File: config.mk
export PLATFORM = sky130hd
export DESIGN_NAME = bounded_array_list
export DESIGN_NICKNAME = d
export VERILOG_FILES = /design/src/rtl/bal_pkg.sv /design/src/rtl/bal_ram.sv /design/src/rtl/bounded_array_list.sv
export SDC_FILE = /design/constraint.sdc
export NUM_CORES = 2
export LEC_CHECK = 0
export BUFFER_PORTS_ARGS = -buffer_cell sky130_fd_sc_hd__buf_2
export CAP_MARGIN = 15
export CELL_PAD_IN_SITES_DETAIL_PLACEMENT = 0
export CELL_PAD_IN_SITES_GLOBAL_PLACEMENT = 1
export CORE_UTILIZATION = 32
export DETAILED_ROUTE_END_ITERATION = 10
export PLACE_DENSITY = 0.49
export SYNTH_ARGS = -nofsm -noshare
export SYNTH_HDL_FRONTEND = slang
export SYNTH_SLANG_ARGS = --single-unit
File: constraint.sdc
create_clock -name clk -period 14.25 [get_ports clk]
set_clock_uncertainty 0.2 [all_clocks]
set_input_delay 2.1375 -clock clk [delete_from_list [all_inputs] [get_ports clk]]
set_output_delay 2.1375 -clock clk [all_outputs]
set_load 0.05 [all_outputs]
File: src/rtl/bal_pkg.sv
`timescale 1ns / 1ps
`default_nettype none

package bal_pkg;

    localparam int DEPTH     = 64;
    localparam int ADDR_W    = $clog2(DEPTH);
    localparam int WORD_W    = 32;
    localparam int POS_W     = 16;
    localparam int CNT_W     = 7;
    localparam int KIND_W    = 3;
    localparam int STATUS_W  = 3;
    localparam int CFG_IDX_W = 1;
    localparam int CFG_W     = 16;

    localparam logic [KIND_W-1:0] KIND_APPEND = 3'd0;
    localparam logic [KIND_W-1:0] KIND_INSERT = 3'd1;
    localparam logic [KIND_W-1:0] KIND_POP    = 3'd2;
    localparam logic [KIND_W-1:0] KIND_REMOVE = 3'd3;
    localparam logic [KIND_W-1:0] KIND_SEARCH = 3'd4;

    localparam logic [STATUS_W-1:0] STATUS_DONE      = 3'd0;
    localparam logic [STATUS_W-1:0] STATUS_FULL      = 3'd1;
    localparam logic [STATUS_W-1:0] STATUS_EMPTY     = 3'd2;
    localparam logic [STATUS_W-1:0] STATUS_RANGE     = 3'd3;
    localparam logic [STATUS_W-1:0] STATUS_NOT_FOUND = 3'd4;

    localparam logic [CFG_IDX_W-1:0] REG_INDEX_BASE = 1'b0;
    localparam logic [CFG_IDX_W-1:0] REG_CAPACITY   = 1'b1;

    typedef struct packed {
        logic [KIND_W-1:0]        kind;
        logic signed [WORD_W-1:0] value;
        logic signed [POS_W-1:0]  position;
    } cmd_t;

    typedef struct packed {
        logic [STATUS_W-1:0]     status;
        logic signed [POS_W-1:0] found_position;
        logic [CNT_W-1:0]        count;
        logic                    is_empty;
        logic                    is_full;
    } result_t;

    typedef enum logic [2:0] {
        ST_IDLE,
        ST_SHIFT_UP,
        ST_UP_LAST,
        ST_PUT,
        ST_SHIFT_DOWN,
        ST_DOWN_LAST,
        ST_SEARCH,
        ST_SEARCH_LAST
    } state_t;

endpackage

`default_nettype wire

File: src/rtl/bal_ram.sv
`timescale 1ns / 1ps
`default_nettype none

module bal_ram #(
    parameter int WIDTH = 32,
    parameter int DEPTH = 64
) (
    input  wire logic                     clk,
    input  wire logic                     we,
    input  wire logic [$clog2(DEPTH)-1:0] waddr,
    input  wire logic [WIDTH-1:0]         wdata,
    input  wire logic [$clog2(DEPTH)-1:0] raddr,
    output logic      [WIDTH-1:0]         rdata
);

    logic [WIDTH-1:0] mem [DEPTH];

    always_ff @(posedge clk)
    begin
        if (we)
        begin
            mem[waddr] <= wdata;
        end
        rdata <= mem[raddr];
    end

endmodule

`default_nettype wire

File: src/rtl/bounded_array_list.sv
`timescale 1ns / 1ps
`default_nettype none

// Ordered list of up to 64 signed words kept in one single-port-per-side RAM.
// A command is taken when start is high and busy is low; its one result shows
// on result for exactly one cycle with done high, and the receiver cannot hold
// it off. Append, pop, refused commands, unknown kinds, an insert at the end,
// a remove of the last entry and a search of an empty list finish from idle
// (done on the next cycle). An insert at slot s shifts entries last to s up one
// slot, then writes the new word at s; a remove at slot s shifts entries s + 1
// to last down one slot; a search reads from slot 0 until a match or the last
// entry. The walk moves one entry per cycle through the RAM's read and write
// ports. No clearing pass is needed after reset.
module bounded_array_list (
    input  wire logic                          clk,
    input  wire logic                          rst_n,
    input  wire logic                          start,
    output logic                               busy,
    input  wire bal_pkg::cmd_t                 cmd,
    output logic                               done,
    output bal_pkg::result_t                   result,
    input  wire logic                          cfg_we,
    input  wire logic [bal_pkg::CFG_IDX_W-1:0] cfg_index,
    input  wire logic [bal_pkg::CFG_W-1:0]     cfg_data
);

    localparam int ADDR_W = bal_pkg::ADDR_W;
    localparam int CNT_W  = bal_pkg::CNT_W;
    localparam int POS_W  = bal_pkg::POS_W;
    localparam logic [CNT_W-1:0]  CNT_ONE  = 1;
    localparam logic [ADDR_W-1:0] ADDR_ONE = 1;
    localparam logic [CNT_W-1:0]  CNT_MAX  = CNT_W'(bal_pkg::DEPTH);

    bal_pkg::state_t state_reg, state_next;

    logic [POS_W-1:0]              base_reg;
    logic [CNT_W-1:0]              capacity_reg;
    logic [CNT_W-1:0]              count_reg, count_next;
    logic [ADDR_W-1:0]             ptr_reg, ptr_next;
    logic [ADDR_W-1:0]             wa_reg, wa_next;
    logic                          pend_reg, pend_next;
    logic [ADDR_W-1:0]             slot_reg, slot_next;
    logic [bal_pkg::WORD_W-1:0]    value_reg, value_next;
    logic [bal_pkg::STATUS_W-1:0]  status_reg, status_next;
    logic [POS_W-1:0]              found_reg, found_next;
    logic                          done_reg, done_next;

    logic                          ram_we;
    logic [ADDR_W-1:0]             ram_waddr;
    logic [bal_pkg::WORD_W-1:0]    ram_wdata;
    logic [bal_pkg::WORD_W-1:0]    ram_rdata;

    logic [POS_W:0]                slot_full;
    logic                          slot_neg;
    logic [ADDR_W-1:0]             slot_addr;
    logic [ADDR_W-1:0]             last_addr;
    logic [CNT_W-1:0]              cap_eff;
    logic                          list_full;
    logic                          list_empty;
    logic                          ins_ok;
    logic                          ins_at_end;
    logic                          rem_ok;
    logic                          rem_at_last;
    logic                          match;

    bal_ram #(
        .WIDTH (bal_pkg::WORD_W),
        .DEPTH (bal_pkg::DEPTH)
    ) u_ram (
        .clk   (clk),
        .we    (ram_we),
        .waddr (ram_waddr),
        .wdata (ram_wdata),
        .raddr (ptr_reg),
        .rdata (ram_rdata)
    );

    // Slot offset without wrap: sign-extend both to one extra bit.
    assign slot_full   = {cmd.position[POS_W-1], cmd.position} - {base_reg[POS_W-1], base_reg};
    assign slot_neg    = slot_full[POS_W];
    assign slot_addr   = slot_full[ADDR_W-1:0];
    assign last_addr   = count_reg[ADDR_W-1:0] - ADDR_ONE;
    assign cap_eff     = (capacity_reg > CNT_MAX) ? CNT_MAX : capacity_reg;
    assign list_full   = count_reg >= cap_eff;
    assign list_empty  = count_reg == '0;
    assign ins_ok      = !slot_neg && !(slot_full[POS_W-1:0] > POS_W'(count_reg));
    assign ins_at_end  = slot_full[POS_W-1:0] == POS_W'(count_reg);
    assign rem_ok      = !slot_neg && (slot_full[POS_W-1:0] < POS_W'(count_reg));
    assign rem_at_last = slot_addr == last_addr;
    assign match       = pend_reg && (ram_rdata == value_reg);

    // Next state
    always_comb
    begin
        state_next = state_reg;
        unique case (state_reg)
            bal_pkg::ST_IDLE:
            begin
                if (start)
                begin
                    unique case (cmd.kind)
                        bal_pkg::KIND_INSERT:
                        begin
                            if (!list_full && ins_ok && !ins_at_end)
                            begin
                                state_next = bal_pkg::ST_SHIFT_UP;
                            end
                        end
                        bal_pkg::KIND_REMOVE:
                        begin
                            if (!list_empty && rem_ok && !rem_at_last)
                            begin
                                state_next = bal_pkg::ST_SHIFT_DOWN;
                            end
                        end
                        bal_pkg::KIND_SEARCH:
                        begin
                            if (!list_empty)
                            begin
                                state_next = bal_pkg::ST_SEARCH;
                            end
                        end
                        default:
                        begin
                            state_next = bal_pkg::ST_IDLE;
                        end
                    endcase
                end
            end
            bal_pkg::ST_SHIFT_UP:
            begin
                if (ptr_reg == slot_reg)
                begin
                    state_next = bal_pkg::ST_UP_LAST;
                end
            end
            bal_pkg::ST_UP_LAST:
            begin
                state_next = bal_pkg::ST_PUT;
            end
            bal_pkg::ST_PUT:
            begin
                state_next = bal_pkg::ST_IDLE;
            end
            bal_pkg::ST_SHIFT_DOWN:
            begin
                if (ptr_reg == last_addr)
                begin
                    state_next = bal_pkg::ST_DOWN_LAST;
                end
            end
            bal_pkg::ST_DOWN_LAST:
            begin
                state_next = bal_pkg::ST_IDLE;
            end
            bal_pkg::ST_SEARCH:
            begin
                if (match)
                begin
                    state_next = bal_pkg::ST_IDLE;
                end
                else if (ptr_reg == last_addr)
                begin
                    state_next = bal_pkg::ST_SEARCH_LAST;
                end
            end
            bal_pkg::ST_SEARCH_LAST:
            begin
                state_next = bal_pkg::ST_IDLE;
            end
            default:
            begin
                state_next = bal_pkg::ST_IDLE;
            end
        endcase
    end

    // Datapath and RAM control
    always_comb
    begin
        count_next  = count_reg;
        ptr_next    = ptr_reg;
        wa_next     = wa_reg;
        pend_next   = 1'b0;
        slot_next   = slot_reg;
        value_next  = value_reg;
        status_next = status_reg;
        found_next  = found_reg;
        done_next   = 1'b0;
        ram_we      = 1'b0;
        ram_waddr   = wa_reg;
        ram_wdata   = ram_rdata;

        unique case (state_reg)
            bal_pkg::ST_IDLE:
            begin
                if (start)
                begin
                    value_next  = cmd.value;
                    slot_next   = slot_addr;
                    found_next  = '0;
                    status_next = bal_pkg::STATUS_DONE;
                    unique case (cmd.kind)
                        bal_pkg::KIND_APPEND:
                        begin
                            done_next = 1'b1;
                            if (list_full)
                            begin
                                status_next = bal_pkg::STATUS_FULL;
                            end
                            else
                            begin
                                ram_we     = 1'b1;
                                ram_waddr  = count_reg[ADDR_W-1:0];
                                ram_wdata  = cmd.value;
                                count_next = count_reg + CNT_ONE;
                            end
                        end
                        bal_pkg::KIND_INSERT:
                        begin
                            if (list_full)
                            begin
                                status_next = bal_pkg::STATUS_FULL;
                                done_next   = 1'b1;
                            end
                            else if (!ins_ok)
                            begin
                                status_next = bal_pkg::STATUS_RANGE;
                                done_next   = 1'b1;
                            end
                            else if (ins_at_end)
                            begin
                                ram_we     = 1'b1;
                                ram_waddr  = slot_addr;
                                ram_wdata  = cmd.value;
                                count_next = count_reg + CNT_ONE;
                                done_next  = 1'b1;
                            end
                            else
                            begin
                                // walk down from the last entry
                                ptr_next = last_addr;
                            end
                        end
                        bal_pkg::KIND_POP:
                        begin
                            done_next = 1'b1;
                            if (list_empty)
                            begin
                                status_next = bal_pkg::STATUS_EMPTY;
                            end
                            else
                            begin
                                count_next = count_reg - CNT_ONE;
                            end
                        end
                        bal_pkg::KIND_REMOVE:
                        begin
                            if (list_empty)
                            begin
                                status_next = bal_pkg::STATUS_EMPTY;
                                done_next   = 1'b1;
                            end
                            else if (!rem_ok)
                            begin
                                status_next = bal_pkg::STATUS_RANGE;
                                done_next   = 1'b1;
                            end
                            else if (rem_at_last)
                            begin
                                count_next = count_reg - CNT_ONE;
                                done_next  = 1'b1;
                            end
                            else
                            begin
                                ptr_next = slot_addr + ADDR_ONE;
                            end
                        end
                        bal_pkg::KIND_SEARCH:
                        begin
                            if (list_empty)
                            begin
                                status_next = bal_pkg::STATUS_NOT_FOUND;
                                done_next   = 1'b1;
                            end
                            else
                            begin
                                ptr_next = '0;
                            end
                        end
                        default:
                        begin
                            done_next = 1'b1;
                        end
                    endcase
                end
            end
            bal_pkg::ST_SHIFT_UP:
            begin
                // read entry p now, write it to p + 1 next cycle
                ram_we    = pend_reg;
                pend_next = 1'b1;
                wa_next   = ptr_reg + ADDR_ONE;
                ptr_next  = ptr_reg - ADDR_ONE;
            end
            bal_pkg::ST_UP_LAST:
            begin
                ram_we = 1'b1;
            end
            bal_pkg::ST_PUT:
            begin
                ram_we      = 1'b1;
                ram_waddr   = slot_reg;
                ram_wdata   = value_reg;
                count_next  = count_reg + CNT_ONE;
                status_next = bal_pkg::STATUS_DONE;
                done_next   = 1'b1;
            end
            bal_pkg::ST_SHIFT_DOWN:
            begin
                ram_we    = pend_reg;
                pend_next = 1'b1;
                wa_next   = ptr_reg - ADDR_ONE;
                ptr_next  = ptr_reg + ADDR_ONE;
            end
            bal_pkg::ST_DOWN_LAST:
            begin
                ram_we     = 1'b1;
                count_next = count_reg - CNT_ONE;
                done_next  = 1'b1;
            end
            bal_pkg::ST_SEARCH:
            begin
                // wa tracks the slot whose data arrives this cycle
                pend_next = 1'b1;
                wa_next   = ptr_reg;
                ptr_next  = ptr_reg + ADDR_ONE;
                if (match)
                begin
                    found_next  = base_reg + POS_W'(wa_reg);
                    status_next = bal_pkg::STATUS_DONE;
                    done_next   = 1'b1;
                end
            end
            bal_pkg::ST_SEARCH_LAST:
            begin
                done_next = 1'b1;
                if (ram_rdata == value_reg)
                begin
                    found_next  = base_reg + POS_W'(wa_reg);
                    status_next = bal_pkg::STATUS_DONE;
                end
                else
                begin
                    status_next = bal_pkg::STATUS_NOT_FOUND;
                end
            end
            default:
            begin
                done_next = 1'b0;
            end
        endcase
    end

    always_ff @(posedge clk or negedge rst_n)
    begin
        if (!rst_n)
        begin
            state_reg    <= bal_pkg::ST_IDLE;
            count_reg    <= '0;
            pend_reg     <= 1'b0;
            done_reg     <= 1'b0;
            status_reg   <= bal_pkg::STATUS_DONE;
            found_reg    <= '0;
            base_reg     <= '0;
            capacity_reg <= CNT_MAX;
        end
        else
        begin
            state_reg  <= state_next;
            count_reg  <= count_next;
            pend_reg   <= pend_next;
            done_reg   <= done_next;
            status_reg <= status_next;
            found_reg  <= found_next;
            if (cfg_we)
            begin
                unique case (cfg_index)
                    bal_pkg::REG_INDEX_BASE:
                    begin
                        base_reg <= cfg_data[POS_W-1:0];
                    end
                    bal_pkg::REG_CAPACITY:
                    begin
                        capacity_reg <= cfg_data[CNT_W-1:0];
                    end
                endcase
            end
        end
    end

    always_ff @(posedge clk)
    begin
        ptr_reg   <= ptr_next;
        wa_reg    <= wa_next;
        slot_reg  <= slot_next;
        value_reg <= value_next;
    end

    assign busy                  = state_reg != bal_pkg::ST_IDLE;
    assign done                  = done_reg;
    assign result.status         = status_reg;
    assign result.found_position = found_reg;
    assign result.count          = count_reg;
    assign result.is_empty       = list_empty;
    assign result.is_full        = list_full;

    a_count_bound: assert property (@(posedge clk) disable iff (!rst_n)
        count_reg <= CNT_MAX)
        else $error("entry count beyond storage depth");

    a_done_idle: assert property (@(posedge clk) disable iff (!rst_n)
        done_reg |-> !busy)
        else $error("result strobe while a walk is running");

    a_count_with_done: assert property (@(posedge clk) disable iff (!rst_n)
        !$stable(count_reg) |-> done_reg)
        else $error("entry count moved without a result");

    a_found_only_done: assert property (@(posedge clk) disable iff (!rst_n)
        (done_reg && status_reg != bal_pkg::STATUS_DONE) |-> found_reg == '0)
        else $error("found position set on a failed command");

endmodule

`default_nettype wire
### Yosys cells after proc, flatten, opt, wreduce, memory -nomap -nowiden

Memories as Yosys holds them, arrays and structs flattened. A register that Yosys moved wholly into a read port is not among the register bits.
Cells that the tools add are included.

* flip-flop bits (word level): 104
* bits in writable memories: 2048
* input bits: 72
* output and inout bits: 30
* word-level logic and storage cells: 181
* memories kept: 1

Memories
* u_ram.mem: depth 64, bits a word 32, rd ports 1, clocked after memory_dff 1, write ports 1, RTL line bal_ram.sv:16 `logic [WIDTH-1:0] mem [DEPTH];`

* add/sub/neg operators: 8
* magnitude comparators: 4
* equality and inequality tests: 37
* multiplexer cells: 83
* bitwise gates (word level): 1
* reduce and logical (&&, ||, !) cells: 35

Operators with widths (number)
* $mux W32: 5
* $pmux W32 S2: 2
* $mux W6: 13
* $mux W7: 10
* $pmux W6 S3: 3
* $mux W16: 3
* $pmux W16 S3: 1
* $ne A3 B3 Y1 const B: 14
* $mux W3: 12
* $eq A32 B32 Y1: 1
* $pmux W7 S4: 1
* $pmux W6 S2: 2
* $pmux W7 S3: 1
* $eq A6 B6 Y1: 3
* $pmux W3 S6: 1
* $mux W1: 17
* $sub A16 B16 Y17: 1
* $add A16 B6 Y16: 1
* $eq A16 B7 Y1: 1
* $gt A16 B7 Y1: 1
* $lt A16 B7 Y1: 1
* $eq A3 B3 Y1 const B: 5
* $pmux W3 S5: 1
* $reduce_bool A3 Y1: 5
* other kinds (30): 63

### Logic depth before layout (Yosys ltp)

* depth after elaboration: 11
* depth in mapped cells: 18
* depth with buffers taken out: 15

### By module

A second synthesis with hierarchy kept.

* cell total of the unflattened synthesis: 4448
* area, all modules: 87413.8 um^2

Modules (own cells, without submodules)
* bal_ram: times used 1, cells an instance 3511, area each 79039.6 um^2, sequential area each 62139.6 um^2
* bounded_array_list: times used 1, cells an instance 937, area each 8374.3 um^2, sequential area each 2854.0 um^2

### Least setup slack after synthesis

No wires, ideal clock.

* path type: input -> register
* start: input port cmd[0] (netlist bit)
* end: memory u_ram.mem[22][0] (enable)
* library setup time: 0.461 ns
* arrival time: 7.755 ns
* data required time: 13.589 ns
* path slack: 5.833 ns
* stages: 18
* path buffers: 3
* cells stage by stage: inv_1 ha_1 fa_1 nand2b_1 nand2b_1 a21oi_1 xnor2_1 ha_1 nand3_1 or4b_1 nand3b_4 or2_0 buf_6 a311oi_4 nand2b_1 buf_6 buf_6 nor3_1

* word-level cells in the longest chain between the ends: 11
* elaborated cells between the ends (all ways): 20
* those cells by class: 1 x add/sub; 1 x order compare; 1 x eq/ne; 14 x mux; 3 x reduce/logical

RTL lines
* start, declared: RTL line bounded_array_list.sv:19 `input wire bal_pkg::cmd_t cmd,`
* $sub A16 B16 Y17 (*): RTL line bounded_array_list.sv:79 `assign slot_full = {cmd.position[POS_W-1], cmd.position} - {base_reg[POS_W-1], base_reg};`
* net slot_full[4]: RTL line bounded_array_list.sv:53 `logic [POS_W:0] slot_full;`
* $gt A16 B7 Y1: RTL line bounded_array_list.sv:86 `assign ins_ok = !slot_neg && !(slot_full[POS_W-1:0] > POS_W'(count_reg));`
* $logic_not A1 Y1: RTL line bounded_array_list.sv:86
* $logic_and A1 B1 Y1: RTL line bounded_array_list.sv:86
* $mux W1: RTL line bounded_array_list.sv:226 `else if (!ins_ok)`
* $mux W1: RTL line bounded_array_list.sv:221 `if (list_full)`
* $pmux W1 S2: RTL line bounded_array_list.sv:203 `unique case (cmd.kind)`
* $mux W1: RTL line bounded_array_list.sv:197 `if (start)`
* $pmux W1 S3: RTL line bounded_array_list.sv:194 `unique case (state_reg)`
* $mux W1: RTL line bal_ram.sv:20 `if (we)`
* $mux W1 (implied by the code): RTL line bal_ram.sv:22 `mem[waddr] <= wdata;`
* end, declared: RTL line bal_ram.sv:16

Mark *: on every way through the listed nets, which the timed path passes. The rest lies on a longest branch.

### Final worst setup path

* start: input port cmd[0] (netlist bit)
* end: memory u_ram.mem[2][28] (enable)

The elaborated chain is that of the path after synthesis.

==> results.json <==
{
  "outcome": "completed",
  "overflow": 0,
  "finalHoldViolations": 0,
  "ys_seq_area_share_pct": 74.6,
  "final_common_cell": "edfxtp_1",
  "cts_tree": "built",
  "setup_viol": 0,
  "cts_hold_buf": 0,
  "core_mm2": 0.271,
  "post-place-cells": 7663,
  "r2r_start": "base_reg[0]",
  "avgRoutedWirePerCell_um": 30.5,
  "worstPathRequired_ns": 14.49,
  "period_share_pct": 55.4,
  "drtIter0Drc": 4312,
  "r2r_setup_slack_ns": 7.37,
  "syn_area_mm2": 0.0871,
  "async_flop_share_pct": 2.47,
  "ys.warnings.count": 0,
  "cts_made_buffers": 233,
  "track_usage_pct": 18.0,
  "relSlewSlack_pct": 19.0,
  "io-pin-count": 102,
  "drc": 0,
  "clockBufferDepth": 4,
  "powerDensity_mw_per_mm2": 242,
  "peakVddDrop_mv": 0.249,
  "endpoint_kind": "register",
  "largest_reg_flops": 2048,
  "rsz0062_at_grt": "false",
  "syn_nets": 4170,
  "tightest_slew_ns": 1.21,
  "grt_pass1_wl_um": 347000,
  "postSynthAreaPerCell_um2": 21.5,
  "synth_cell_types": 79,
  "vias": 42181,
  "fin_cells": 8093,
  "routed_wl_um": 247000,
  "cap_violations": 0,
  "ant_nets": 0,
  "path_clk_slew_ns": 0.06,
  "yosys-top-cells-area": "edfxtp_1 (72%), mux4_2 (17%), dfrtp_1 (1.5%), dfxtp_1 (0.74%), nand2_1 (0.72%)",
  "clk_latency_ns": 0.88,
  "grt_pass1_vias": 43099,
  "tns_ns": 0,
  "dpl.hpwl_um": 149000,
  "dieArea_mm2": 0.274,
  "synth_cells": 4054,
  "root_buffer": "clkbuf_16",
  "cp.arrival_ns": 8.13,
  "synth_edf_count": 2098,
  "layout.nets": 4446,
  "synth_top_area_share_pct": 72.3,
  "drtPass1Iterations": 7,
  "post_cts_resized": 0,
  "path_class": "input port to register",
  "final_cell_mix": "edfxtp_1 (2098), mux4_2 (672), clkbuf_16 (235)",
  "syn_to_final_growth_pct": 15.5,
  "rows": 191,
  "max_freq_mhz": 127,
  "grt_max_degree": 92,
  "synth_flop_cell": "edfxtp_1",
  "initial_utilization_pct": 32.2,
  "yosys_register_bits": 2184,
  "gp_congestion": 0.798,
  "postCtsSetupRepairBufs": 0,
  "drv_slew": 0,
  "critPathLaunch": "cmd[0]",
  "port_buffers": 101,
  "min_from": "found_reg[6]",
  "worst_setup_path_start_kind": "input port",
  "h-tree-depth": 4,
  "p_leak_nw": 31.7,
  "hold_class": "register to register",
  "crit_path_max_fanout": 32,
  "synth_top_cell_by_area": "edfxtp_1",
  "utilization_pct": 37.1,
  "cts_sinks": 2184,
  "die_y_um": 524,
  "drive_gt1_share_pct": 30.9,
  "die_w_um": 524,
  "antenna_found_initial": 17,
  "finalCriticalPeriod_ns": 7.89,
  "vias_per_cell": 5.21
}
[per-stage QoR]
stage               instance area, um2  setup slack (ns)  hold slack [ns]  total power, mW
floorplan                        87100              5.83            0.271             14.8
global placement                 93200              5.37            0.259             18.7
detailed placement               93200              5.24            0.262             18.8
CTS                             101000              6.12            0.277             24.8
global route                    101000              6.11            0.302             25.4
finish                          101000              6.36            0.270             24.4
[Yosys cell counts (15+ instances only)]
cell / count
a21o_1: 17
a21oi_1: 120
a221o_1: 23
a22oi_1: 27
buf_1: 71
clkbuf_1: 132
dfrtp_1: 53
dfxtp_1: 32
edfxtp_1: 2098
ha_1: 42
inv_1: 43
mux4_2: 672
nand2_1: 167
nand3_1: 43
nand4_1: 15
nor2_1: 93
nor3_1: 43
o21ai_0: 73
xnor2_1: 38
xor2_1: 50
[routing by layer]
metal	GRT usage, %	share of wire [%]	wire length, um	vias up
li1	-	-	-	17711
met1	25.8	45	111000	23117
met3	2.16	4.5	11100	268
met4	3.69	1.8	4450	0
met2	29.6	49	120000	1085
met5	0	0	0	-
[path summary, 6_finish.rpt]
path                                         end  depth (start not counted)
worst min-delay path                found_reg[6]                          2
worst min register to register      found_reg[6]                          2
worst max-delay path            u_ram.mem[2][28]                         18
min in group asynchronous           found_reg[9]                          2
max in group asynchronous           state_reg[2]                          2
worst max register to register  u_ram.mem[2][28]                         16
[area by class of cell]
class / count / area, um2
Inverter: 43 / 161
Sequential cell: 2184 / 65000
Antenna cell: 9 / 22.5
Tap cell: 3570 / 4470
Fill cell: 24610 / 170000
Timing Repair Buffer: 259 / 1760
Clock inverter: 122 / 1200
Clock buffer: 297 / 6180
Multi-Input combinational cell: 1609 / 21800
[worst max-delay path, stage by stage]
cell and delay (ns):
buf_2 0.08, inv_1 0.04, ha_1 0.21, fa_1 0.40
nand2b_1 0.18, nand2b_1 0.08, a21oi_1 0.07, xnor2_1 0.54
ha_1 0.23, nand3_1 0.10, or4b_1 0.59, nand3b_4 0.26
or2_1 0.54, buf_4 0.36, a311oi_4 0.35, nand4_1 0.99
nor2_4 0.33, buf_4 0.56
[report_power, final]
group,switching [mW],leakage [nW],internal [mW]
logic,5.89,8.12,2.91
clock network,2.49,3.61,3.46
registers,0.291,19.9,9.33
[logic make-up (layout without fill, tap and decap cells)]
family / after synthesis / after routing / share of synthesized area, %
adder cells (fa/ha/maj): 44 / 44 / 0.649
buffers and inverters: 261 / 721 / 1.18
AND/OR/NAND/NOR: 439 / 439 / 2.38
AO/OA/AOI/OAI: 352 / 352 / 2.74
multiplexers: 686 / 686 / 17.6
other: 0 / 9 / 0
XOR/XNOR: 88 / 88 / 0.885
flip-flops: 2184 / 2184 / 74.6
No activity file was read; power rests on OpenSTA's default activity.
